**config.mk**
```make
export PLATFORM = sky130hd
export DESIGN_NAME = gabg_div
export DESIGN_NICKNAME = d
export VERILOG_FILES = /design/src/design/assert_macros.svh /design/src/design/gabg_div.sv
export SDC_FILE = /design/constraint.sdc
export NUM_CORES = 1
export LEC_CHECK = 0
export ABC_AREA = 1
export BUFFER_PORTS_ARGS = -buffer_cell sky130_fd_sc_hd__buf_2
export CORE_UTILIZATION = 45
export CTS_CLUSTER_SIZE = 16
export DETAILED_ROUTE_END_ITERATION = 8
export PLACE_DENSITY = 0.58
export SETUP_SLACK_MARGIN = 0.4
export SKIP_CTS_REPAIR_TIMING = 1
export SYNTH_ARGS = -nofsm -noshare
export SYNTH_HDL_FRONTEND = slang
export SYNTH_SLANG_ARGS = --single-unit
```
**constraint.sdc**
```tcl
create_clock -name clk -period 4 [get_ports clk]
set_clock_uncertainty 0.15 [all_clocks]
set_input_delay 0.8 -clock clk [delete_from_list [all_inputs] [get_ports clk]]
set_output_delay 0.8 -clock clk [all_outputs]
set_load 0.05 [all_outputs]
```
**src/design/assert_macros.svh**
```systemverilog
// ----------------------------------------------------------------------------
// assert_macros.svh
// Shared concurrent assertion macros, clocked on the rising edge and
// disabled while reset is asserted.
// ----------------------------------------------------------------------------
`ifndef ASSERT_MACROS_SVH
`define ASSERT_MACROS_SVH

// Property holds at every active clock edge.
`define GABG_ASSERT(lbl, clk, rst_n, prop) \
    lbl: assert property (@(posedge clk) disable iff (!rst_n) (prop)) \
        else $error("assertion failed");

// Consequent holds in the cycle where the antecedent holds.
`define GABG_ASSERT_IMP(lbl, clk, rst_n, ante, cons) \
    lbl: assert property (@(posedge clk) disable iff (!rst_n) (ante) |-> (cons)) \
        else $error("assertion failed");

// Consequent holds in the cycle after the antecedent.
`define GABG_ASSERT_NEXT(lbl, clk, rst_n, ante, cons) \
    lbl: assert property (@(posedge clk) disable iff (!rst_n) (ante) |=> (cons)) \
        else $error("assertion failed");

`endif

```
**src/design/gabg_div.sv**
```systemverilog
// ----------------------------------------------------------------------------
// gabg_div
// Pipelined restoring divider, one quotient bit per stage, with sideband.
// ----------------------------------------------------------------------------
module gabg_div #(
    parameter int DW = 30,
    parameter int VW = 5,
    parameter int XW = 8
) (
    input  logic          clk,
    input  logic          rst_n,
    input  logic          en,
    input  logic          vld_in,
    input  logic [DW-1:0] dvd,
    input  logic [VW-1:0] dvs,
    input  logic [XW-1:0] side_in,
    output logic          vld_out,
    output logic [DW-1:0] quo,
    output logic [XW-1:0] side_out
);
    logic          vld_reg  [DW];
    logic [DW-1:0] x_reg    [DW];
    logic [VW-1:0] rem_reg  [DW];
    logic [VW-1:0] dvs_reg  [DW];
    logic [XW-1:0] side_reg [DW];

    logic          vld_in_s  [DW];
    logic [DW-1:0] x_in_s    [DW];
    logic [VW-1:0] rem_in_s  [DW];
    logic [VW-1:0] dvs_in_s  [DW];
    logic [XW-1:0] side_in_s [DW];

    for (genvar i = 0; i < DW; i++)
    begin : g_stage
        logic [VW:0]   trial;
        logic          ge;
        logic [VW:0]   diff;

        if (i == 0)
        begin : g_first
            assign vld_in_s[i]  = vld_in;
            assign x_in_s[i]    = dvd;
            assign rem_in_s[i]  = '0;
            assign dvs_in_s[i]  = dvs;
            assign side_in_s[i] = side_in;
        end
        else
        begin : g_next
            assign vld_in_s[i]  = vld_reg[i-1];
            assign x_in_s[i]    = x_reg[i-1];
            assign rem_in_s[i]  = rem_reg[i-1];
            assign dvs_in_s[i]  = dvs_reg[i-1];
            assign side_in_s[i] = side_reg[i-1];
        end

        assign trial = {rem_in_s[i], x_in_s[i][DW-1]};
        assign ge    = (trial >= {1'b0, dvs_in_s[i]});
        assign diff  = ge ? (trial - {1'b0, dvs_in_s[i]}) : trial;

        always_ff @(posedge clk or negedge rst_n)
        begin
            if (!rst_n)
            begin
                vld_reg[i] <= 1'b0;
            end
            else if (en)
            begin
                vld_reg[i] <= vld_in_s[i];
            end
        end

        // shift the dividend out at the top, the quotient in at the bottom
        always_ff @(posedge clk)
        begin
            if (en)
            begin
                x_reg[i]    <= {x_in_s[i][DW-2:0], ge};
                rem_reg[i]  <= diff[VW-1:0];
                dvs_reg[i]  <= dvs_in_s[i];
                side_reg[i] <= side_in_s[i];
            end
        end
    end

    assign vld_out  = vld_reg[DW-1];
    assign quo      = x_reg[DW-1];
    assign side_out = side_reg[DW-1];

endmodule

```
==> flow_summary.toml <==
[setup_path]
r2r-start = "x_reg[4][59]"
slowest_stage = "edfxtp_1"
critPathLaunchType = "flop"
critPathArrivalTime_ns = 1.50
rr_endpoint = "rem_reg[9][4]"
crit_path_end_kind = "output port"
reg2reg_depth = 10
path_cells = "buf_2"
path_class = "reg2out"
critical_path_buf_inv_count = 1
required_ns = 3.05
critPathMaxFanout = 1
crit_family = "flip-flops"
critical_path.max_stage_delay_ns = 0.45
crit_cells = 1
reg2reg_slack_ns = 1.89

[power]
swShare = 0.2607
vdd_drop_max_mv = 0.4038
pwr-share-comb = 0.155
power.switching_mw = 10.15
p_clk_frac = 0.339
p_leak_nw = 22.96
power_density_nw_per_um2 = 646.1
internal_power_mw = 28.77
p_seq_frac = 0.505

[placed_design]
portBuffers = 85
dp_hpwl_um = 42670
place_ws_ns = 1.539
dp_cells = 4690
gp_congestion = 0.8534

[floorplanning]
io-pin-count = 86
core_area_um2 = 116200
die_height_um = 344.2
rows = 125
dieArea_um2 = 118500
initial_utilization = 0.4535
die_w_um = 344.2

[detailed_routing]
ant_nets = 0
post_drt_wl_per_cell_um = 14.29
drt-pass1-iter-count = 5
wirelength_um = 70950
routed_via_density = 4.823
drtIter0Drc = 1584
num_vias = 23950
drcViolationCount = 0

[synth]
yosys_most_used_dff = "edfxtp_1"
yosysMostFrequentCell = "edfxtp_1"
synth.distinct_cells = 27
synth_top_area_frac = 0.8148
async_reset_ff_frac = 0.02055
yosysTopAreaCell = "edfxtp_1"
yosysWarnings = 0
synth_area_um2 = 52700
synth_area_leaders = "edfxtp_1, ha_1, nand2_1, nand3_1, inv_1"
ys_ff_latch = 1460
synth_commonest_cells = "edfxtp_1, nand2_1, inv_1, nand3_1, ha_1"
seq_area_frac_synth = 0.8290
synth-edff-count = 1430
syn_avg_cell_area_um2 = 17.23
syn_nets = 3281
synth_cells = 3059

[clock_network]
cts_sinks = 1460
clkLatencyLatePin_ns = 0.74
h-tree-depth = 4
cts_tree = "yes"
clk_path_buf_depth = 3
numCtsBuffers = 152
root_buffer = "clkbuf_16"
path_clk_slew_ns = 0.06

[global_routing]
antenna_found_initial = 1
track_usage = 0.1224
grt_first_pass_wirelength_um = 117900
grt_pass1_vias = 24210
overflow = 0
grt_max_degree = 158

[sta]
setup_viol = 0
relSlewSlack = 0.4422
fmax_ghz = 0.4076
fin_setup_tns_ns = 0
rsz0062_at_grt = "no"
post-route-period-util = 0.6133
period_minus_slack_ns = 2.453
hold_viol = 0
final-max-slew-violation-count = 0
fin_ws_ns = 1.547
hold_slack_ns = 0.08583
worst_pin_slew_ns = 0.8368

[final_layout]
area_delta_synth_final_pct = 14.27
drive_gt1_frac = 0.1247
nets = 3543
fin_cells = 4965
largest_reg_flops = 900
final_util = 0.5182
n_antenna_cell = 0

[status]
outcome = "completed"

[run]
drv_cap = 0

[hold_path]
min_to = "x_reg[0][9]"
min_path_cells = 1
worstHoldStart = "dvd[8]"
hold_path_class = "in2reg"
==> worst max path at each step <==
stage,startpoint,end,slack (ns)
finish,x_reg[7][46],quo[16],1.55
floorplan,dvd[29],rem_reg[0][2],2.08
global placement,en,x_reg[7][39],1.57
detailed placement,en,x_reg[7][38],1.54
global route,x_reg[7][46],quo[16],1.45
CTS,x_reg[7][46],quo[16],1.44
==> placed cells by master, fill, tap and decap left out, types with 3 or more instances in the layout <==
master and instances:
edfxtp_1 1430, nand2_1 461, inv_1 327, nand3_1 258, clkbuf_16 154, ha_1 147
nor2_1 119, buf_2 84, o21ai_0 54, a21oi_1 43, clkbuf_1 40, dfrtp_1 30
nor2_2 28, xor2_1 28, fa_1 28, clkinv_2 25, clkinv_1 24, nand2_4 23
or2_2 19, nand3_4 19, buf_12 19, nand2_2 14, nand4_1 10, buf_4 10
nand3b_1 7, clkinv_8 7, bufinv_16 7, clkbuf_8 6, inv_6 4, inv_16 3
==> metal layers <==
metal  GRT usage  wire (um)  vias up
met4     0.05282       2041        0
met3     0.02894       3234      180
met1      0.1592      31720    11600
met2      0.1973      33960      556
met5           0          0        -
li1            -          -    11610
==> cell type report <==
type / count / area [um2]
clock buffer: 200 / 4086
clock inverter: 74 / 666.9
fill: 9164 / 55980
inverter: 327 / 1227
multi-input combinational: 1266 / 7757
sequential: 1460 / 43690
tap: 1524 / 1907
timing repair buffer: 114 / 885.9
==> kinds of logic after synthesis <==
logic type,Yosys count,synth area share
AO/OA/AOI/OAI,99,0.009544
AND/OR/NAND/NOR,962,0.08703
flip-flops,1460,0.8290
XOR/XNOR,28,0.004653
multiplexers,2,0.0004273
buffers and inverters,333,0.02379
adder cells (fa/ha/maj),175,0.04553
==> power groups by stage <==
stage	combinational [mW]	clock, mW	sequential (mW)
after floorplan	4.39	0	19.8
after global placement	5.57	0	19.9
after detailed placement	5.96	0	20.0
after CTS	6.00	13.7	19.7
after global routing	6.86	14.3	19.8
final	6.05	13.2	19.7
==> per-stage QoR <==
stage,cell area (um2),power [mW]
after floorplan,52700,24.16
after global placement,55460,25.48
after detailed placement,55460,25.94
after CTS,60210,39.40
after global routing,60220,40.96
final,60220,38.91
(Power assumes the default switching activity.)
