==> src/design/assert_macros.svh <==
// ----------------------------------------------------------------------------
// assert_macros.svh
// Shared concurrent assertion macros, clocked on the rising edge and
// disabled while reset is asserted.
// ----------------------------------------------------------------------------
`ifndef ASSERT_MACROS_SVH
`define ASSERT_MACROS_SVH

// Property holds at every active clock edge.
`define GABG_ASSERT(lbl, clk, rst_n, prop) \
    lbl: assert property (@(posedge clk) disable iff (!rst_n) (prop)) \
        else $error("assertion failed");

// Consequent holds in the cycle where the antecedent holds.
`define GABG_ASSERT_IMP(lbl, clk, rst_n, ante, cons) \
    lbl: assert property (@(posedge clk) disable iff (!rst_n) (ante) |-> (cons)) \
        else $error("assertion failed");

// Consequent holds in the cycle after the antecedent.
`define GABG_ASSERT_NEXT(lbl, clk, rst_n, ante, cons) \
    lbl: assert property (@(posedge clk) disable iff (!rst_n) (ante) |=> (cons)) \
        else $error("assertion failed");

`endif

==> src/design/gabg_sqrt.sv <==
// ----------------------------------------------------------------------------
// gabg_sqrt
// Pipelined digit-by-digit integer square root, one root bit per stage.
// ----------------------------------------------------------------------------
module gabg_sqrt #(
    parameter int RW = 18,
    parameter int XW = 8
) (
    input  logic            clk,
    input  logic            rst_n,
    input  logic            en,
    input  logic            vld_in,
    input  logic [2*RW-1:0] rad,
    input  logic [XW-1:0]   side_in,
    output logic            vld_out,
    output logic [RW-1:0]   root,
    output logic [XW-1:0]   side_out
);
    logic            vld_reg  [RW];
    logic [2*RW-1:0] x_reg    [RW];
    logic [RW+1:0]   rem_reg  [RW];
    logic [RW-1:0]   root_reg [RW];
    logic [XW-1:0]   side_reg [RW];

    logic            vld_in_s  [RW];
    logic [2*RW-1:0] x_in_s    [RW];
    logic [RW+1:0]   rem_in_s  [RW];
    logic [RW-1:0]   root_in_s [RW];
    logic [XW-1:0]   side_in_s [RW];

    for (genvar i = 0; i < RW; i++)
    begin : g_stage
        logic [RW+3:0] acc;
        logic [RW+3:0] trial;
        logic          ge;
        logic [RW+3:0] diff;

        if (i == 0)
        begin : g_first
            assign vld_in_s[i]  = vld_in;
            assign x_in_s[i]    = rad;
            assign rem_in_s[i]  = '0;
            assign root_in_s[i] = '0;
            assign side_in_s[i] = side_in;
        end
        else
        begin : g_next
            assign vld_in_s[i]  = vld_reg[i-1];
            assign x_in_s[i]    = x_reg[i-1];
            assign rem_in_s[i]  = rem_reg[i-1];
            assign root_in_s[i] = root_reg[i-1];
            assign side_in_s[i] = side_reg[i-1];
        end

        // bring down the next two radicand bits, try root*4+1
        assign acc   = {rem_in_s[i], x_in_s[i][2*RW-1:2*RW-2]};
        assign trial = {2'b00, root_in_s[i], 2'b01};
        assign ge    = (acc >= trial);
        assign diff  = ge ? (acc - trial) : acc;

        always_ff @(posedge clk or negedge rst_n)
        begin
            if (!rst_n)
            begin
                vld_reg[i] <= 1'b0;
            end
            else if (en)
            begin
                vld_reg[i] <= vld_in_s[i];
            end
        end

        always_ff @(posedge clk)
        begin
            if (en)
            begin
                x_reg[i]    <= {x_in_s[i][2*RW-3:0], 2'b00};
                rem_reg[i]  <= diff[RW+1:0];
                root_reg[i] <= {root_in_s[i][RW-2:0], ge};
                side_reg[i] <= side_in_s[i];
            end
        end
    end

    assign vld_out  = vld_reg[RW-1];
    assign root     = root_reg[RW-1];
    assign side_out = side_reg[RW-1];

endmodule

==> config.mk <==
export PLATFORM = sky130hd
export DESIGN_NAME = gabg_sqrt
export DESIGN_NICKNAME = d
export VERILOG_FILES = /design/src/design/assert_macros.svh /design/src/design/gabg_sqrt.sv
export SDC_FILE = /design/constraint.sdc
export NUM_CORES = 1
export LEC_CHECK = 0
export ABC_AREA = 1
export CAP_MARGIN = 10
export CORE_MARGIN = 5
export CORE_UTILIZATION = 60
export DETAILED_ROUTE_END_ITERATION = 10
export DONT_BUFFER_PORTS = 1
export PLACE_DENSITY = 0.83
export RECOVER_POWER = 25
export SLEW_MARGIN = 20
export SYNTH_ARGS = -nofsm -noshare
export SYNTH_HDL_FRONTEND = slang
export SYNTH_SLANG_ARGS = --single-unit
==> constraint.sdc <==
create_clock -name clk -period 3.15 [get_ports clk]
set_input_delay 0.63 -clock clk [delete_from_list [all_inputs] [get_ports clk]]
set_output_delay 0.63 -clock clk [all_outputs]
set_load 0.02 [all_outputs]
==> flow_metrics.env <==
export IMPL_final_cells=5806
export IMPL_drv_slew=403
export IMPL_h_tree_depth=3
export IMPL_r2r_cells=9
export IMPL_final_layout_size_suffix_gt1_share_pct=6.74
export IMPL_overflow=0
export IMPL_cts_buffers=96
export IMPL_relSlewSlack_pct=-25.5
export IMPL_clock_path_buffers=3
export IMPL_die_y_um=289
export IMPL_nets=4924
export IMPL_critical_path_max_fanout=23
export IMPL_rows=102
export IMPL_finalPower_mw=32.2
export IMPL_synthTopCellsByArea="edfxtp_1, nand2_1, inv_1"
export IMPL_p_seq_share_pct=50.5
export IMPL_period_minus_slack_ns=2.70
export IMPL_rsz0062_at_grt="no"
export IMPL_area_delta_synth_final_pct=8.60
export IMPL_violations="slew limit"
export IMPL_cts_hold_buffers=1
export IMPL_routed_via_density=5.33
export IMPL_diodes=0
export IMPL_multi_input_area_um2=15100
export IMPL_cts_resized=0
export IMPL_clkSinkCount=956
export IMPL_grt_max_degree=973
export IMPL_fillers=6051
export IMPL_fp_dieW_um=289
export IMPL_hold_ws_ns=0.0412
export IMPL_ys_async_sr_fraction_pct=1.88
export IMPL_setup_viol=0
export IMPL_drcViolationCount=0
export IMPL_yosys_warnings=0
export IMPL_dp_cells=5627
export IMPL_syn_area_um2=46800
export IMPL_firstDrtPassIters=6
export IMPL_synth_edff_count=938
export IMPL_postSynthAreaPerCell_um2=10.1
export IMPL_hold_path_cell_count=0
export IMPL_p_comb_share_pct=15.3
export IMPL_crit_path_end_kind="flop"
export IMPL_p_leak_nw=21.8
export IMPL_place_area_um2=47700
export IMPL_antenna_found_initial=0
export IMPL_yosys_area_top_type="edfxtp_1"
export IMPL_status="finished with violations"
export IMPL_p_sw_mw=8.87
export IMPL_synthCells=4624
export IMPL_drtAntennaViolNets=0
export IMPL_post_route_period_util_pct=85.7
export IMPL_core_um2=77300
export IMPL_root_buffer="clkbuf_16"
export IMPL_first_global_vias=29700
export IMPL_routed_wl_mm=92.7
export IMPL_ys_flop_type="edfxtp_1"
export IMPL_cp_required_ns=3.56
export IMPL_intPower_mw=23.4
export IMPL_min_path_type="in -> reg"
export IMPL_grtUsageTotal_pct=22.2
export IMPL_hold_viol=0
export IMPL_drt_iter0_drc=2606
export IMPL_start_util_pct=60.5
export IMPL_yosysSeqAreaShare_pct=61.2
export IMPL_grt_pass1_wl_mm=149
export IMPL_num_vias=30900
export IMPL_fp_dieArea_um2=83700
export IMPL_cts_tree="yes"
export IMPL_numPortBuffers=0
export IMPL_startpoint_type="flop"
export IMPL_largest_reg_flops=317
export IMPL_gp_congestion=0.917
export IMPL_ys_ff_latch=956
export IMPL_cap_violations=0
export IMPL_wire_per_inst_um=16.0
export IMPL_post_route_cell_area_um2=50800
export IMPL_power_frac_clock_pct=34.1
export IMPL_switching_share_pct=27.5
export IMPL_worstMarginPinSlew_ns=1.88
export IMPL_io_pins=75
export IMPL_cts_setup_buffers=0
export IMPL_skew_ns=0.0670
export IMPL_crit_arrival_ns=3.10
export IMPL_ys_types=52
export IMPL_dp_hpwl_mm=65.6
export IMPL_synth_top_area_share_pct=60.2
export IMPL_peakVddDrop_mv=0.533
export IMPL_clkLatencyLatePin_ns=0.68
export IMPL_syn_nets=4862
export IMPL_fmax_ghz=0.371
export IMPL_regArea_um2=28600
export IMPL_fin_setup_tns_ns=0
export IMPL_criticalPathCategory="reg -> reg"
export IMPL_path_clk_slew_ns=0.07
export IMPL_p_per_area_nw_per_um2=635
==> cell usage after synthesis, types with 3 or more instances <==
library cell / n
nand2_1: 1344
xor2_1: 76
buf_2: 4
nand2_4: 5
inv_2: 22
or2_2: 8
a21boi_0: 4
o21ai_2: 24
and2_1: 3
nor2_1: 375
nand2_2: 41
nand3_1: 227
buf_6: 21
nor3_2: 6
buf_4: 6
nor2_4: 5
nor2_2: 14
inv_1: 698
nand4_1: 54
o21ai_0: 98
o21ai_1: 39
edfxtp_1: 938
nand3b_1: 41
nor4_1: 7
nand3_2: 10
a21oi_1: 173
clkbuf_1: 5
nor3_1: 44
o211ai_1: 4
dfrtp_1: 18
ha_1: 190
a21oi_2: 30
xnor2_1: 63
==> path summary, 6_finish.rpt <==
| kind | slack [ns] | end | from |
|---|---|---|---|
| max | 0.45 | rem_reg[10][5]$_DFFE_PP_ | root_reg[9][3]$_DFFE_PP_ |
| min | 0.04 | x_reg[0][28]$_DFFE_PP_ | rad[28] |
| max reg2reg | 0.45 | rem_reg[10][5]$_DFFE_PP_ | root_reg[9][3]$_DFFE_PP_ |
| min reg2reg | 0.38 | side_reg[7][4]$_DFFE_PP_ | side_reg[6][4]$_DFFE_PP_ |
| max in group asynchronous | 2.20 | vld_in_s[12]$_DFFE_PN0P_ | rst_n |
| min in group asynchronous | 0.47 | vld_out$_DFFE_PN0P_ | rst_n |
==> layer usage <==
| layer | routed length (um) | vias up | GRT usage (%) |
|---|---|---|---|
| met1 | 39100 | 14300 | 29.2 |
| met4 | 3160 | 0 | 7.21 |
| met5 | 0 | - | 0 |
| met2 | 45400 | 942 | 38.1 |
| li1 | - | 15400 | - |
| met3 | 5100 | 235 | 3.55 |
==> cell type report <==
| class | count | share of cell area, % |
|---|---|---|
| clock buffer | 111 | 4.84 |
| clock inverter | 67 | 1.21 |
| inverter | 722 | 5.34 |
| multi-input combinational | 2906 | 29.7 |
| sequential | 956 | 56.3 |
| tap | 1040 | 2.56 |
| timing repair buffer | 4 | 0.0640 |
==> cell usage in the layout, fill, tap and decap left out, types with 30 or more instances in the layout <==
cell type and n:
clkbuf_16 96, nand2_1 1344, a21oi_2 30, nand3_1 227, a21oi_1 173, nor2_1 375, nand3b_1 41, xor2_1 76
xnor2_1 63, o21ai_0 98, nor3_1 44, inv_1 698, nand4_1 54, ha_1 190, edfxtp_1 938, o21ai_1 39
nand2_2 41
==> critical path, cell delays in order, from the launching register on <==
cell      delay, ns
edfxtp_1       0.39
inv_1          0.07
ha_1           0.36
a21oi_1        0.25
nand3_1        0.20
nand2_1        0.14
nand3_2        0.26
inv_2          0.42
nand2_1        0.12
o21ai_1        0.21
==> cell families after synthesis <==
logic type	after synthesis	synth area share (%)
other cells	1	0.00802
simple gates	2192	19.8
mux	2	0.0481
flops	956	61.2
compound gates	382	4.67
xor+xnor	139	2.60
fa+ha+maj	190	5.08
buf+inv	762	6.62
==> power groups by stage <==
stage	clock [mW]	sequential [mW]	combinational, mW
2_1_floorplan	0	16.2	3.87
3_3_place_gp	0	16.5	4.75
3_5_place_dp	0	16.5	4.83
4_1_cts	11.3	16.3	4.88
5_1_grt	11.9	16.4	5.62
6_report	11.0	16.3	4.94
==> per-stage QoR <==
step	utilization (%)	setup WS [ns]
final	65.7	0.452
after global routing	65.7	0.282
after CTS	65.7	0.497
after detailed placement	61.7	0.583
after global placement	61.7	0.658
after floorplan	-	1.20
(Power assumes the default switching activity.)
