File: config.mk
export PLATFORM = sky130hd
export DESIGN_NAME = gabg_front
export DESIGN_NICKNAME = d
export VERILOG_FILES = /design/src/design/assert_macros.svh /design/src/design/gabg_pkg.sv /design/src/design/gabg_front.sv
export SDC_FILE = /design/constraint.sdc
export NUM_CORES = 2
export LEC_CHECK = 0
export BUFFER_PORTS_ARGS = -buffer_cell sky130_fd_sc_hd__buf_4
export CORE_UTILIZATION = 60
export CTS_BUF_LIST = sky130_fd_sc_hd__clkbuf_4 sky130_fd_sc_hd__clkbuf_8
export DETAILED_ROUTE_END_ITERATION = 10
export PLACE_DENSITY = 0.76
export SLEW_MARGIN = 20
export SYNTH_ARGS = -nofsm -noshare
export SYNTH_HDL_FRONTEND = slang
export SYNTH_SLANG_ARGS = --single-unit
File: constraint.sdc
create_clock -name clk -period 7.74 [get_ports clk]
set_input_delay 0.387 -clock clk [delete_from_list [all_inputs] [get_ports clk]]
set_output_delay 0.387 -clock clk [all_outputs]
set_load 0.03 [all_outputs]
File: src/design/assert_macros.svh
// ----------------------------------------------------------------------------
// assert_macros.svh
// Shared concurrent assertion macros, clocked on the rising edge and
// disabled while reset is asserted.
// ----------------------------------------------------------------------------
`ifndef ASSERT_MACROS_SVH
`define ASSERT_MACROS_SVH

// Property holds at every active clock edge.
`define GABG_ASSERT(lbl, clk, rst_n, prop) \
    lbl: assert property (@(posedge clk) disable iff (!rst_n) (prop)) \
        else $error("assertion failed");

// Consequent holds in the cycle where the antecedent holds.
`define GABG_ASSERT_IMP(lbl, clk, rst_n, ante, cons) \
    lbl: assert property (@(posedge clk) disable iff (!rst_n) (ante) |-> (cons)) \
        else $error("assertion failed");

// Consequent holds in the cycle after the antecedent.
`define GABG_ASSERT_NEXT(lbl, clk, rst_n, ante, cons) \
    lbl: assert property (@(posedge clk) disable iff (!rst_n) (ante) |=> (cons)) \
        else $error("assertion failed");

`endif

File: src/design/gabg_pkg.sv
// ----------------------------------------------------------------------------
// gabg_pkg
// Widths, register indexes and stage sideband types of the anchor generator.
// ----------------------------------------------------------------------------
package gabg_pkg;

    localparam int SIZE_W   = 11;
    localparam int SCALE_W  = 5;
    localparam int RATIO_W  = 5;
    localparam int STRIDE_W = 9;
    localparam int IDX_W    = 12;
    localparam int CFG_W    = 14;
    localparam int COORD_W  = 23;

    localparam int SIDE_W   = SIZE_W + SCALE_W;      // size * scale
    localparam int AREA_W   = 2 * SIDE_W;            // side squared
    localparam int DVD_W    = AREA_W - 2;            // area / 4
    localparam int XH_W     = AREA_W + RATIO_W - 2;  // area * ratio / 4
    localparam int ROOT_W   = (XH_W + 1) / 2;        // root bits per lane
    localparam int CTR_W    = 22;                    // (2*idx+1)*stride
    localparam int GRID_W   = 21;                    // (idx+1)*stride

    localparam logic [0:0] REG_INPUT_HEIGHT = 1'b0;
    localparam logic [0:0] REG_INPUT_WIDTH  = 1'b1;

    localparam logic [CFG_W-1:0] INPUT_SIZE_RST = CFG_W'(512);

    typedef struct packed {
        logic [XH_W-1:0]  xh;
        logic [CTR_W-1:0] cx;
        logic [CTR_W-1:0] cy;
        logic             in_grid;
    } div_side_t;

    typedef struct packed {
        logic [CTR_W-1:0] cx;
        logic [CTR_W-1:0] cy;
    } ctr_t;

endpackage

File: src/design/gabg_front.sv
// ----------------------------------------------------------------------------
// gabg_front
// Three stages: side and cell products, area and grid test, divider and
// height radicand setup.
// ----------------------------------------------------------------------------
module gabg_front (
    input  logic                            clk,
    input  logic                            rst_n,
    input  logic                            en,
    input  logic                            in_valid,
    input  logic [gabg_pkg::SIZE_W-1:0]     anchor_size,
    input  logic [gabg_pkg::SCALE_W-1:0]    scale,
    input  logic [gabg_pkg::RATIO_W-1:0]    ratio,
    input  logic [gabg_pkg::STRIDE_W-1:0]   stride,
    input  logic [gabg_pkg::IDX_W-1:0]      row,
    input  logic [gabg_pkg::IDX_W-1:0]      col,
    input  logic [gabg_pkg::CFG_W-1:0]      input_height,
    input  logic [gabg_pkg::CFG_W-1:0]      input_width,
    output logic                            vld,
    output logic [gabg_pkg::DVD_W-1:0]      dvd,
    output logic [gabg_pkg::RATIO_W-1:0]    dvs,
    output gabg_pkg::div_side_t             side
);
    import gabg_pkg::*;

    logic                s0_vld_reg;
    logic [SIDE_W-1:0]   s0_side_reg;
    logic [RATIO_W-1:0]  s0_ratio_reg;
    logic [CTR_W-1:0]    s0_cx_reg;
    logic [CTR_W-1:0]    s0_cy_reg;
    logic [GRID_W-1:0]   s0_ph_reg;
    logic [GRID_W-1:0]   s0_pw_reg;
    logic                s0_snz_reg;

    logic                s1_vld_reg;
    logic [AREA_W-1:0]   s1_area_reg;
    logic [RATIO_W-1:0]  s1_ratio_reg;
    logic [CTR_W-1:0]    s1_cx_reg;
    logic [CTR_W-1:0]    s1_cy_reg;
    logic                s1_grid_reg;

    logic                s2_vld_reg;
    logic [DVD_W-1:0]    s2_dvd_reg;
    logic [RATIO_W-1:0]  s2_dvs_reg;
    div_side_t           s2_side_reg;

    logic [RATIO_W-1:0]          ratio_fix;
    logic [AREA_W+RATIO_W-1:0]   prod_hh;

    // a ratio of zero counts as one
    assign ratio_fix = (ratio == '0) ? RATIO_W'(1) : ratio;
    assign prod_hh   = (AREA_W+RATIO_W)'(s1_area_reg) * (AREA_W+RATIO_W)'(s1_ratio_reg);

    always_ff @(posedge clk or negedge rst_n)
    begin
        if (!rst_n)
        begin
            s0_vld_reg <= 1'b0;
            s1_vld_reg <= 1'b0;
            s2_vld_reg <= 1'b0;
        end
        else if (en)
        begin
            s0_vld_reg <= in_valid;
            s1_vld_reg <= s0_vld_reg;
            s2_vld_reg <= s1_vld_reg;
        end
    end

    always_ff @(posedge clk)
    begin
        if (en)
        begin
            s0_side_reg  <= SIDE_W'(anchor_size) * SIDE_W'(scale);
            s0_ratio_reg <= ratio_fix;
            s0_cx_reg    <= CTR_W'({col, 1'b1}) * CTR_W'(stride);
            s0_cy_reg    <= CTR_W'({row, 1'b1}) * CTR_W'(stride);
            s0_ph_reg    <= (GRID_W'(row) + GRID_W'(1)) * GRID_W'(stride);
            s0_pw_reg    <= (GRID_W'(col) + GRID_W'(1)) * GRID_W'(stride);
            s0_snz_reg   <= (stride != '0);

            s1_area_reg  <= AREA_W'(s0_side_reg) * AREA_W'(s0_side_reg);
            s1_ratio_reg <= s0_ratio_reg;
            s1_cx_reg    <= s0_cx_reg;
            s1_cy_reg    <= s0_cy_reg;
            // row < H/stride exactly when (row+1)*stride <= H
            s1_grid_reg  <= s0_snz_reg && (s0_ph_reg <= GRID_W'(input_height))
                                       && (s0_pw_reg <= GRID_W'(input_width));

            s2_dvd_reg         <= s1_area_reg[AREA_W-1:2];
            s2_dvs_reg         <= s1_ratio_reg;
            s2_side_reg.xh     <= prod_hh[AREA_W+RATIO_W-1:2];
            s2_side_reg.cx     <= s1_cx_reg;
            s2_side_reg.cy     <= s1_cy_reg;
            s2_side_reg.in_grid <= s1_grid_reg;
        end
    end

    assign vld  = s2_vld_reg;
    assign dvd  = s2_dvd_reg;
    assign dvs  = s2_dvs_reg;
    assign side = s2_side_reg;

endmodule

==> results.md <==
- The run finished with clean final reports.
- The DRC marker count from the first detailed-route iteration is 1576.
- The average wire length per cell after detail routing is 16.2 um.
- After detailed routing, the number of vias per cell comes to 5.37.
- Setup violations remaining at the end of the flow were counted as 0.
- Once detail routing completed, the nets flagged for antenna violations numbered 0.
- The core region is 61900 um2.
- The final sum of negative setup slack is 0 ns.
- Counting instances in the post-synthesis netlist gives the leading cell types as 768 x inv_1, 586 x fa_1, 508 x nand2_1.
- The via count of the first global-routing pass is 26500.
- The tool flagged a number of max-cap violations equal to 0.
- By area the synthesized netlist is led by fa_1 31%, edfxtp_1 24%, ha_1 12%.
- The number of rows created at floorplan is 91.
- The TritonCTS clock tree is done.
- The portion of the clock cycle consumed by the worst path in the final layout is 87.1%.
- The number of antenna violations at the first check in global routing was 1.
- The largest clock skew in the final design is roughly 0.026 ns.
- The number of buffers inserted during clock tree synthesis is 55.
- At the pin with the least slew margin, the transition time is 0.980 ns.
- The final number of hold-violating endpoints is 0.
- Counting every instance in the synthesized netlist gives 3755.
- Detailed placement finished with a half-perimeter wire length of 59800 um.
- The first detailed-routing pass ran for 6 iterations.
- The post-route netlist has 8.15% of its cells at a drive strength greater than 1.
- The number of instances resized during post-cts repair is 0.
- The synthesized design contains 304 register bits.
- The end of the worst register-to-register path is s1_area_reg[29].
- The number of buffers inserted by hold repair at cts is 7.
- Routability-driven placement finished with a final weighted congestion of 0.896.
- After clock tree synthesis, the clock-pin slew on the worst setup and hold paths is 0.06 ns.
- In the synthesized netlist the dominant register cell turns out to be edfxtp_1.
- The largest fanout of any net on the critical path is 14.
- The buffer levels on the longest clock path is 3.
- The global-route wire length before repair is 130000 um.
- Data on the critical path arrives at its endpoint at 7.13 ns.
- between 200 and 250 I/O pins were placed.
- STA classifies the critical path startpoint as a flip-flop.
- The overall die height is 253 um.
- STA puts the critical path data required time at 8.13 ns.
- The total global routing overflow is 0.
- The register with the most flip-flops in the layout has slightly below 80 of them.
- The startpoint identified for the worst register-to-register timing path is s0_side_reg[13].
- The share of async-settable or async-resettable flops after synthesis is 0.987%.
- The floorplan die width is 253 um.
- The share of synthesized area in the top cell type comes to a little under a third.
- The worst register-to-register path has a depth of 22.
- The tree built by TritonCTS fans out to 304 sinks.
- The final route contains about 26000 vias.
- By startpoint and endpoint, the worst setup path is classified as reg2reg.
- The clock tree synthesis step divided the H-tree into 2 levels.
- The combined global-route utilization of all metal layers is approximately a quarter.
- The root buffer cell is clkbuf_8.
- The insertion delay to the later sink of the worst-skew pair is 0.65 ns.
- Setup repair after global routing left no endpoint under its margin.
- The class of the most critical hold timing path is in2async.
- The largest area contributor in the netlist is fa_1.
- The die covers 64000 um2.
- The area growth from synthesis to layout is 8.80%.
- The maximum number of pins on one net before global-route repair is between 100 and 150.
- For this run, the number of Yosys warnings is 0.
- Counting distinct cell types in the post-synthesis netlist gives 68.
- The worst pin sits at a relative slew slack of 34.7%.
- The net count after synthesis is 4792.
- During placement, the flow inserted port buffers numbering 201.
- Setup slack on the worst reg-to-reg path comes out at 1.0 ns.
- The final count of pins violating max slew was 0.
- The fmax is 148 MHz.
- The clock period could shrink to 6.74 ns.
- The most common cell in the synthesized netlist is inv_1.
- The summed instance area of the synthesized netlist is 37800 um2.
- The post-CTS setup repair buffer count is 0.
- For this configuration, the core starts out at a cell density of 61.0%.
- The final net count is 4939.
- The area occupied by multi-input gates is 25300 um2.
- Yosys mapped a number of flops with a built-in enable equal to ~300.
- Wires add up to 77300 um.
- The average footprint of a synthesized cell is 10.1 um2.
- The layout filler cell count is 4980.
- The number of design rule violations left after detail routing is 0.
- STA classifies the critical path endpoint as a flip-flop.
- In the final layout, flip-flops and latches occupy 9110 um2.
- After synthesis, flip-flops and latches occupy between 20 and 25% of the total area.
logic make-up after synthesis:
logic type,synth area share [%]
compound gates,5.84
xor+xnor,3.78
fa+ha+maj,43.1
buf+inv,8.95
flops,24.1
mux,0.199
other cells,0.0199
simple gates,14.0
worst max path at each step:
stage	start	end	slack, ns	depth (start not counted)
final	s0_side_reg[13]	s1_area_reg[29]	1.0	22
after global routing	s0_side_reg[13]	s1_area_reg[29]	0.48	22
after CTS	s0_side_reg[13]	s1_area_reg[29]	1.03	22
after detailed placement	s0_side_reg[13]	s1_area_reg[29]	1.08	22
after global placement	s0_side_reg[6]	s1_area_reg[29]	1.17	23
after floorplan	s0_side_reg[14]	s1_area_reg[29]	1.53	22
per-layer routing:
layer,share of wire [%],up-vias,GRT usage [%]
li1,-,12000,-
met1,45,12800,36.0
met2,47,730,41.4
met3,6.6,85,3.85
met4,1.5,0,4.97
met5,0,-,0
worst max-delay path, stage by stage, from the launching register on:
cell,delay (ns)
edfxtp_1,0.69
inv_1,0.27
nor2_1,0.20
ha_1,0.28
xor2_1,0.20
fa_1,0.56
inv_1,0.06
fa_1,0.49
fa_1,0.47
fa_1,0.52
inv_1,0.05
fa_1,0.47
inv_1,0.04
ha_1,0.33
and3_1,0.17
a221oi_1,0.32
a2bb2oi_1,0.22
o31ai_1,0.13
nor4_1,0.21
o21bai_1,0.20
a41o_1,0.29
a41oi_1,0.24
xnor2_1,0.08
placed cells by master (no fill, tap or decap), types with 7 or more instances in the layout:
cell,n
a21o_1,56
a21oi_1,115
a31oi_1,11
and2_1,294
and3_1,24
buf_4,210
clkbuf_4,11
clkbuf_8,56
clkinv_1,9
clkinv_2,10
dlygate4sd3_1,7
edfxtp_1,301
fa_1,586
ha_1,365
inv_1,768
nand2_1,508
nand2b_1,20
nand3_1,45
nand4_1,18
nor2_1,90
nor2b_1,33
nor3_1,26
nor4_1,7
o211ai_1,11
o21a_1,16
o21ai_0,39
o21ai_1,12
o21bai_1,19
or3_1,8
xnor2_1,116
xor2_1,47
cell type report:
type,instances,share of cell area [%]
clock buffers,67,2.08
repair buffers,220,4.13
clock inverters,27,0.545
inverters,768,7.01
multi-input cells,2553,61.5
well taps,837,2.55
diodes,1,0.00609
flip-flops and latches,304,22.2
stage by stage:
step,hold slack (ns),instances,instance area [um2],utilization (%),setup WS [ns]
final,0.101,4777,41100,66.4,0.997
after global routing,0.0600,4777,41100,66.4,0.480
after CTS,0.0219,4776,41100,66.4,1.03
after detailed placement,0.177,4675,40000,64.5,1.08
after global placement,0.177,4674,39900,64.5,1.17
after floorplan,0.0914,3755,37800,-,1.53
Power is left out: the tool's default activity adds up to more than one toggle a clock period on the data nets, which glitch-free logic cannot reach.
