File: config.mk
export PLATFORM = sky130hd
export DESIGN_NAME = gabg_back
export DESIGN_NICKNAME = d
export VERILOG_FILES = /design/src/design/assert_macros.svh /design/src/design/gabg_pkg.sv /design/src/design/gabg_back.sv
export SDC_FILE = /design/constraint.sdc
export NUM_CORES = 1
export LEC_CHECK = 0
export BUFFER_PORTS_ARGS = -buffer_cell sky130_fd_sc_hd__buf_4
export CAP_MARGIN = 20
export CORE_MARGIN = 2
export CORE_UTILIZATION = 45
export CTS_CLUSTER_DIAMETER = 80
export DETAILED_ROUTE_END_ITERATION = 8
export GPL_TIMING_DRIVEN = 0
export HOLD_SLACK_MARGIN = 0.12
export PLACE_DENSITY_LB_ADDON = 0.25
export SYNTH_ARGS = -nofsm -noshare
export SYNTH_HDL_FRONTEND = slang
export SYNTH_SLANG_ARGS = --single-unit
File: constraint.sdc
create_clock -name clk -period 0.9 [get_ports clk]
set_input_delay 0.045 -clock clk [delete_from_list [all_inputs] [get_ports clk]]
set_output_delay 0.045 -clock clk [all_outputs]
set_load 0.03 [all_outputs]
File: src/design/assert_macros.svh
// ----------------------------------------------------------------------------
// assert_macros.svh
// Shared concurrent assertion macros, clocked on the rising edge and
// disabled while reset is asserted.
// ----------------------------------------------------------------------------
`ifndef ASSERT_MACROS_SVH
`define ASSERT_MACROS_SVH

// Property holds at every active clock edge.
`define GABG_ASSERT(lbl, clk, rst_n, prop) \
    lbl: assert property (@(posedge clk) disable iff (!rst_n) (prop)) \
        else $error("assertion failed");

// Consequent holds in the cycle where the antecedent holds.
`define GABG_ASSERT_IMP(lbl, clk, rst_n, ante, cons) \
    lbl: assert property (@(posedge clk) disable iff (!rst_n) (ante) |-> (cons)) \
        else $error("assertion failed");

// Consequent holds in the cycle after the antecedent.
`define GABG_ASSERT_NEXT(lbl, clk, rst_n, ante, cons) \
    lbl: assert property (@(posedge clk) disable iff (!rst_n) (ante) |=> (cons)) \
        else $error("assertion failed");

`endif

File: src/design/gabg_pkg.sv
// ----------------------------------------------------------------------------
// gabg_pkg
// Widths, register indexes and stage sideband types of the anchor generator.
// ----------------------------------------------------------------------------
package gabg_pkg;

    localparam int SIZE_W   = 11;
    localparam int SCALE_W  = 5;
    localparam int RATIO_W  = 5;
    localparam int STRIDE_W = 9;
    localparam int IDX_W    = 12;
    localparam int CFG_W    = 14;
    localparam int COORD_W  = 23;

    localparam int SIDE_W   = SIZE_W + SCALE_W;      // size * scale
    localparam int AREA_W   = 2 * SIDE_W;            // side squared
    localparam int DVD_W    = AREA_W - 2;            // area / 4
    localparam int XH_W     = AREA_W + RATIO_W - 2;  // area * ratio / 4
    localparam int ROOT_W   = (XH_W + 1) / 2;        // root bits per lane
    localparam int CTR_W    = 22;                    // (2*idx+1)*stride
    localparam int GRID_W   = 21;                    // (idx+1)*stride

    localparam logic [0:0] REG_INPUT_HEIGHT = 1'b0;
    localparam logic [0:0] REG_INPUT_WIDTH  = 1'b1;

    localparam logic [CFG_W-1:0] INPUT_SIZE_RST = CFG_W'(512);

    typedef struct packed {
        logic [XH_W-1:0]  xh;
        logic [CTR_W-1:0] cx;
        logic [CTR_W-1:0] cy;
        logic             in_grid;
    } div_side_t;

    typedef struct packed {
        logic [CTR_W-1:0] cx;
        logic [CTR_W-1:0] cy;
    } ctr_t;

endpackage

File: src/design/gabg_back.sv
// ----------------------------------------------------------------------------
// gabg_back
// Output stage: box edges around the cell centre, saturated to 23 bits.
// ----------------------------------------------------------------------------
module gabg_back (
    input  logic                                clk,
    input  logic                                rst_n,
    input  logic                                en,
    input  logic                                vld,
    input  gabg_pkg::ctr_t                      ctr,
    input  logic [gabg_pkg::ROOT_W-1:0]         hw,
    input  logic [gabg_pkg::ROOT_W-1:0]         hh,
    input  logic                                grid,
    output logic                                out_valid,
    output logic signed [gabg_pkg::COORD_W-1:0] left_half,
    output logic signed [gabg_pkg::COORD_W-1:0] top_half,
    output logic signed [gabg_pkg::COORD_W-1:0] right_half,
    output logic signed [gabg_pkg::COORD_W-1:0] bottom_half,
    output logic                                in_grid
);
    import gabg_pkg::*;

    localparam int EW = CTR_W + 3;
    localparam logic signed [EW-1:0] C_MAX = EW'((1 << (COORD_W - 1)) - 1);
    localparam logic signed [EW-1:0] C_MIN = -EW'(1 << (COORD_W - 1));

    function automatic logic signed [COORD_W-1:0] sat(input logic signed [EW-1:0] v);
        logic signed [COORD_W-1:0] r;
        if (v > C_MAX)
        begin
            r = C_MAX[COORD_W-1:0];
        end
        else if (v < C_MIN)
        begin
            r = C_MIN[COORD_W-1:0];
        end
        else
        begin
            r = v[COORD_W-1:0];
        end
        return r;
    endfunction

    logic                      vld_reg;
    logic signed [COORD_W-1:0] l_reg;
    logic signed [COORD_W-1:0] t_reg;
    logic signed [COORD_W-1:0] r_reg;
    logic signed [COORD_W-1:0] b_reg;
    logic                      g_reg;

    logic signed [EW-1:0] cx_e;
    logic signed [EW-1:0] cy_e;
    logic signed [EW-1:0] dw_e;
    logic signed [EW-1:0] dh_e;

    assign cx_e = $signed(EW'(ctr.cx));
    assign cy_e = $signed(EW'(ctr.cy));
    assign dw_e = $signed(EW'({hw, 1'b0}));
    assign dh_e = $signed(EW'({hh, 1'b0}));

    always_ff @(posedge clk or negedge rst_n)
    begin
        if (!rst_n)
        begin
            vld_reg <= 1'b0;
        end
        else if (en)
        begin
            vld_reg <= vld;
        end
    end

    always_ff @(posedge clk)
    begin
        if (en)
        begin
            l_reg <= sat(cx_e - dw_e);
            t_reg <= sat(cy_e - dh_e);
            r_reg <= sat(cx_e + dw_e);
            b_reg <= sat(cy_e + dh_e);
            g_reg <= grid;
        end
    end

    assign out_valid   = vld_reg;
    assign left_half   = l_reg;
    assign top_half    = t_reg;
    assign right_half  = r_reg;
    assign bottom_half = b_reg;
    assign in_grid     = g_reg;

endmodule

==> flow_metrics.py <==
metrics = {
    "sta": {
        "relative_slew_slack_pct": 62.0,
        "layout_min_cycle_time_ns": 2.12,
        "rsz0062_at_grt": "true",
        "final_hold_viol_count": 0,
        "final_critical_path_setup_slack_ns": -1.22,
        "fmax_mhz": 471,
        "max_slew_violation_count": 0,
        "tightestPinTransition_ns": 0.556,
        "totalNegativeSetupSlack_ns": -77.45,
        "worst_clock_skew_ns": 0,
        "setup-violations-final": 178,
        "min_period_over_period_pct": 236,
    },
    "critical_path": {
        "cp_data_arrival_time_ns": 2.21,
        "worst-path-max-fanout": 5,
        "crit-reg2reg-launch": "out_valid",
        "rr_endpoint": "out_valid",
        "data_required_time_at_the_worst_endpoint_ns": 0.98,
        "cp-end-kind": "register",
        "startpoint_type": "input pin",
        "r2r.worst_path.cells": 1,
        "critPathKind": "input pin to register",
        "r2r_slack_ns": 0.13,
    },
    "yosys": {
        "ys_top_cells_by_area": "sky130_fd_sc_hd__edfxtp_1, sky130_fd_sc_hd__ha_1, sky130_fd_sc_hd__xnor2_1",
        "synth_warnings": 0,
        "synth_top_cell_by_area": "sky130_fd_sc_hd__edfxtp_1",
        "synth_async_sr_flop_share_pct": 1.06,
        "synthDistinctLibCells": 68,
        "post_synth.cell_area_avg_um2": 9.79,
        "synth.most_common_cell": "sky130_fd_sc_hd__edfxtp_1",
        "number_of_synthesized_flops_with_an_enable_pin": 93,
        "synthesis.instances": 709,
        "netlist.area_leader.share_pct": 40.2,
        "netlist_top_cells_count": "sky130_fd_sc_hd__edfxtp_1, sky130_fd_sc_hd__inv_1, sky130_fd_sc_hd__ha_1, sky130_fd_sc_hd__a21oi_1",
        "synth.yosys.seq_area_share_pct": 40.6,
        "postSynth.topFlopCell": "sky130_fd_sc_hd__edfxtp_1",
        "synth.ff_latch_count": 94,
        "mappedNetlistArea_um2": 6940,
    },
    "cts": {
        "worst_setup_hold_path_clk_slew_ns": 0.07,
        "cts.sinks": 94,
        "cts.root.buffer_cell": "sky130_fd_sc_hd__clkbuf_16",
        "cts_buffers": 9,
        "clkLatencyLatePin_ns": 0.35,
        "clockBufferDepth": 2,
        "ctsHtreeMaxLevel": 3,
        "clock_tree_from_tritoncts": "yes",
    },
    "floorplanning": {
        "top_level_ports": 179,
        "chipHeight_um": 128,
        "core_area_um2": 15100,
        "die-width_um": 128,
        "rows": 45,
        "fp.dieArea_um2": 16400,
        "initial_core_util_pct": 45.8,
    },
    "routing": {
        "drc": 0,
        "dr.first_iter.drc_count": 343,
        "detail_routed_via_count_per_cell": 5.43,
        "drt_pre_antenna_iters": 7,
        "wire_per_inst_um": 16.9,
        "detailroute.via_count": 6345,
        "detail_route.wirelength_um": 19800,
        "drt.antenna.violating_nets": 0,
    },
    "global_route": {
        "largest_net_degree_at_the_start_of_global_routing": 56,
        "total_grt_overflow": 0,
        "grt_pass1_vias": 6171,
        "grt_antenna_before_repair": 0,
        "grt.total_usage_pct": 22.7,
        "wire_length_of_the_first_global_routing_pass_um": 29700,
    },
    "power_and_ir_drop": {
        "sequentialPowerShare_pct": 33.9,
        "p_comb_share_pct": 43.9,
        "internal-power_mw": 11.5,
        "p_clk_share_pct": 22.2,
        "peakVddDrop_mv": 0.791,
        "p_sw_share_pct": 35.0,
        "total_leakage_power_nw": 4.75,
        "report.power.total_mw": 17.6,
        "power_switching_mw": 6.18,
        "p_per_area_nw_per_um2": 1580,
    },
    "finish": {
        "seqCellArea_um2": 2820,
        "filler_cell_count": 1031,
        "antenna_cells_inserted": 0,
        "postLayoutCoreUtil_pct": 73.7,
        "multiInputGateArea_um2": 4640,
        "layout.nets": 1137,
        "final_layout_size_suffix_gt1_share_pct": 48.4,
        "areaGrowthSynthToFinish_pct": 60.7,
    },
    "status": {
        "failed_checks": "negative setup slack",
        "outcome": "complete, but fails checks",
    },
    "placed_design": {
        "gp_congestion": 0.867,
        "number_of_port_buffers": 176,
        "preCtsSetupSlack_ns": -1.89,
        "dpl.hpwl_um": 13000,
    },
    "run": {
        "timing.max_cap.violations": 0,
    },
    "worst_hold_path": {
        "hold_path.class": "input pin to register",
        "hold_path_end": "bottom_half[1]",
        "hold_crit_start": "hh[0]",
        "min_delay_path_depth": 3,
    },
}
worst max path at each step:
stage / slack, ns / cells after the start / end / from
after global placement: -1.85 / 12 / right_half[21] / ctr[23]
after global routing: -1.36 / 13 / right_half[17] / hw[0]
after detailed placement: -1.89 / 12 / right_half[21] / ctr[23]
final: -1.22 / 13 / right_half[21] / hw[0]
after floorplan: -1.38 / 11 / right_half[19] / ctr[23]
after CTS: -1.25 / 12 / right_half[21] / hw[0]
metal layers:
metal	vias to the layer above	global-route usage, %	wire length (µm)
met5	-	0	0
met4	0	8.27	440
met3	36	5.80	1290
met2	215	38.4	10000
met1	3044	28.1	8060
li1	3050	-	-
area by class of cell:
cell class,instances,area share (%)
multi-input cells,501,41.6
flip-flops and latches,94,25.3
repair buffers,267,23.4
inverters,80,3.34
well taps,188,2.11
clock buffers,9,2.02
plain buffers,23,1.67
clock inverters,7,0.662
cell usage in the layout (no fill, tap or decap), types with 5 or more instances in the layout:
cell	n
sky130_fd_sc_hd__ha_4	20
sky130_fd_sc_hd__xor2_1	7
sky130_fd_sc_hd__buf_4	121
sky130_fd_sc_hd__buf_8	8
sky130_fd_sc_hd__o31ai_1	5
sky130_fd_sc_hd__a21o_1	8
sky130_fd_sc_hd__nand3_1	6
sky130_fd_sc_hd__o21ai_0	16
sky130_fd_sc_hd__xnor2_1	43
sky130_fd_sc_hd__nor2b_1	6
sky130_fd_sc_hd__dlygate4sd3_1	12
sky130_fd_sc_hd__nand2_2	14
sky130_fd_sc_hd__nand2b_1	10
sky130_fd_sc_hd__edfxtp_1	93
sky130_fd_sc_hd__o21ai_2	13
sky130_fd_sc_hd__inv_1	53
sky130_fd_sc_hd__clkbuf_16	9
sky130_fd_sc_hd__o21a_1	8
sky130_fd_sc_hd__a21oi_2	15
sky130_fd_sc_hd__ha_2	5
sky130_fd_sc_hd__nor3_1	6
sky130_fd_sc_hd__nand2_1	33
sky130_fd_sc_hd__o21ai_1	7
sky130_fd_sc_hd__xnor2_2	7
sky130_fd_sc_hd__inv_2	17
sky130_fd_sc_hd__buf_6	131
sky130_fd_sc_hd__nor2_1	42
sky130_fd_sc_hd__a21oi_1	42
sky130_fd_sc_hd__o21bai_1	10
sky130_fd_sc_hd__ha_1	47
sky130_fd_sc_hd__o31a_1	6
sky130_fd_sc_hd__and3_1	5
sky130_fd_sc_hd__clkbuf_1	6
through the flow:
step	cells	hold WS (ns)	instance area [µm²]
after floorplan	710	-0.251	7420
after global placement	1074	-0.180	8970
after detailed placement	1075	-0.178	9000
after CTS	1149	0.102	10600
after global routing	1169	0.126	11200
final	1169	0.114	11200
worst max-delay path, stage by stage:
cell and delay (ns):
sky130_fd_sc_hd__buf_8 0.08, sky130_fd_sc_hd__ha_4 0.13, sky130_fd_sc_hd__inv_2 0.04, sky130_fd_sc_hd__fa_2 0.36, sky130_fd_sc_hd__o21bai_4 0.16, sky130_fd_sc_hd__o2111ai_4 0.13
sky130_fd_sc_hd__a31oi_2 0.21, sky130_fd_sc_hd__nand2_1 0.11, sky130_fd_sc_hd__o31a_1 0.30, sky130_fd_sc_hd__nor4_4 0.21, sky130_fd_sc_hd__buf_4 0.18, sky130_fd_sc_hd__and3_1 0.17
sky130_fd_sc_hd__o32ai_2 0.08
registers in the layout, summed over array words and instances (netlist names):
| name | cells |
|---|---|
| bottom_half | 23 |
| in_grid | 1 |
| left_half | 23 |
| out_valid | 1 |
| right_half | 23 |
| top_half | 23 |
logic make-up (layout without fill, tap and decap cells):
group | count (synthesis) | count (layout) | share of synthesized area (%)
AO/OA/AOI/OAI | 191 | 191 | 18.5
AND/OR/NAND/NOR | 172 | 172 | 12.5
multiplexers | 3 | 3 | 0.468
adder cells (fa/ha/maj) | 76 | 76 | 14.1
other | 1 | 2 | 0.0540
XOR/XNOR | 57 | 57 | 7.19
flip-flops | 94 | 94 | 40.6
buffers and inverters | 115 | 386 | 6.67
power groups by stage:
stage                     clock (mW)  sequential [mW]  combinational (mW)
final                           3.92             5.98                7.74
after global routing            4.15             6.03                8.24
after CTS                       3.95             5.98                7.08
after detailed placement           0             5.94                5.97
after global placement             0             5.93                5.90
after floorplan                    0             7.22                2.68
timing repair:
action	4_1_cts	5_1_grt
setup endpoints to repair	174	192
hold buffers	12	0
pin swaps	68	52
endpoints found under the hold margin	17	0
gates resized for setup	201	102
cloned	2	0
setup buffers	53	26
Note: power is estimated with default switching activity, not from simulation.
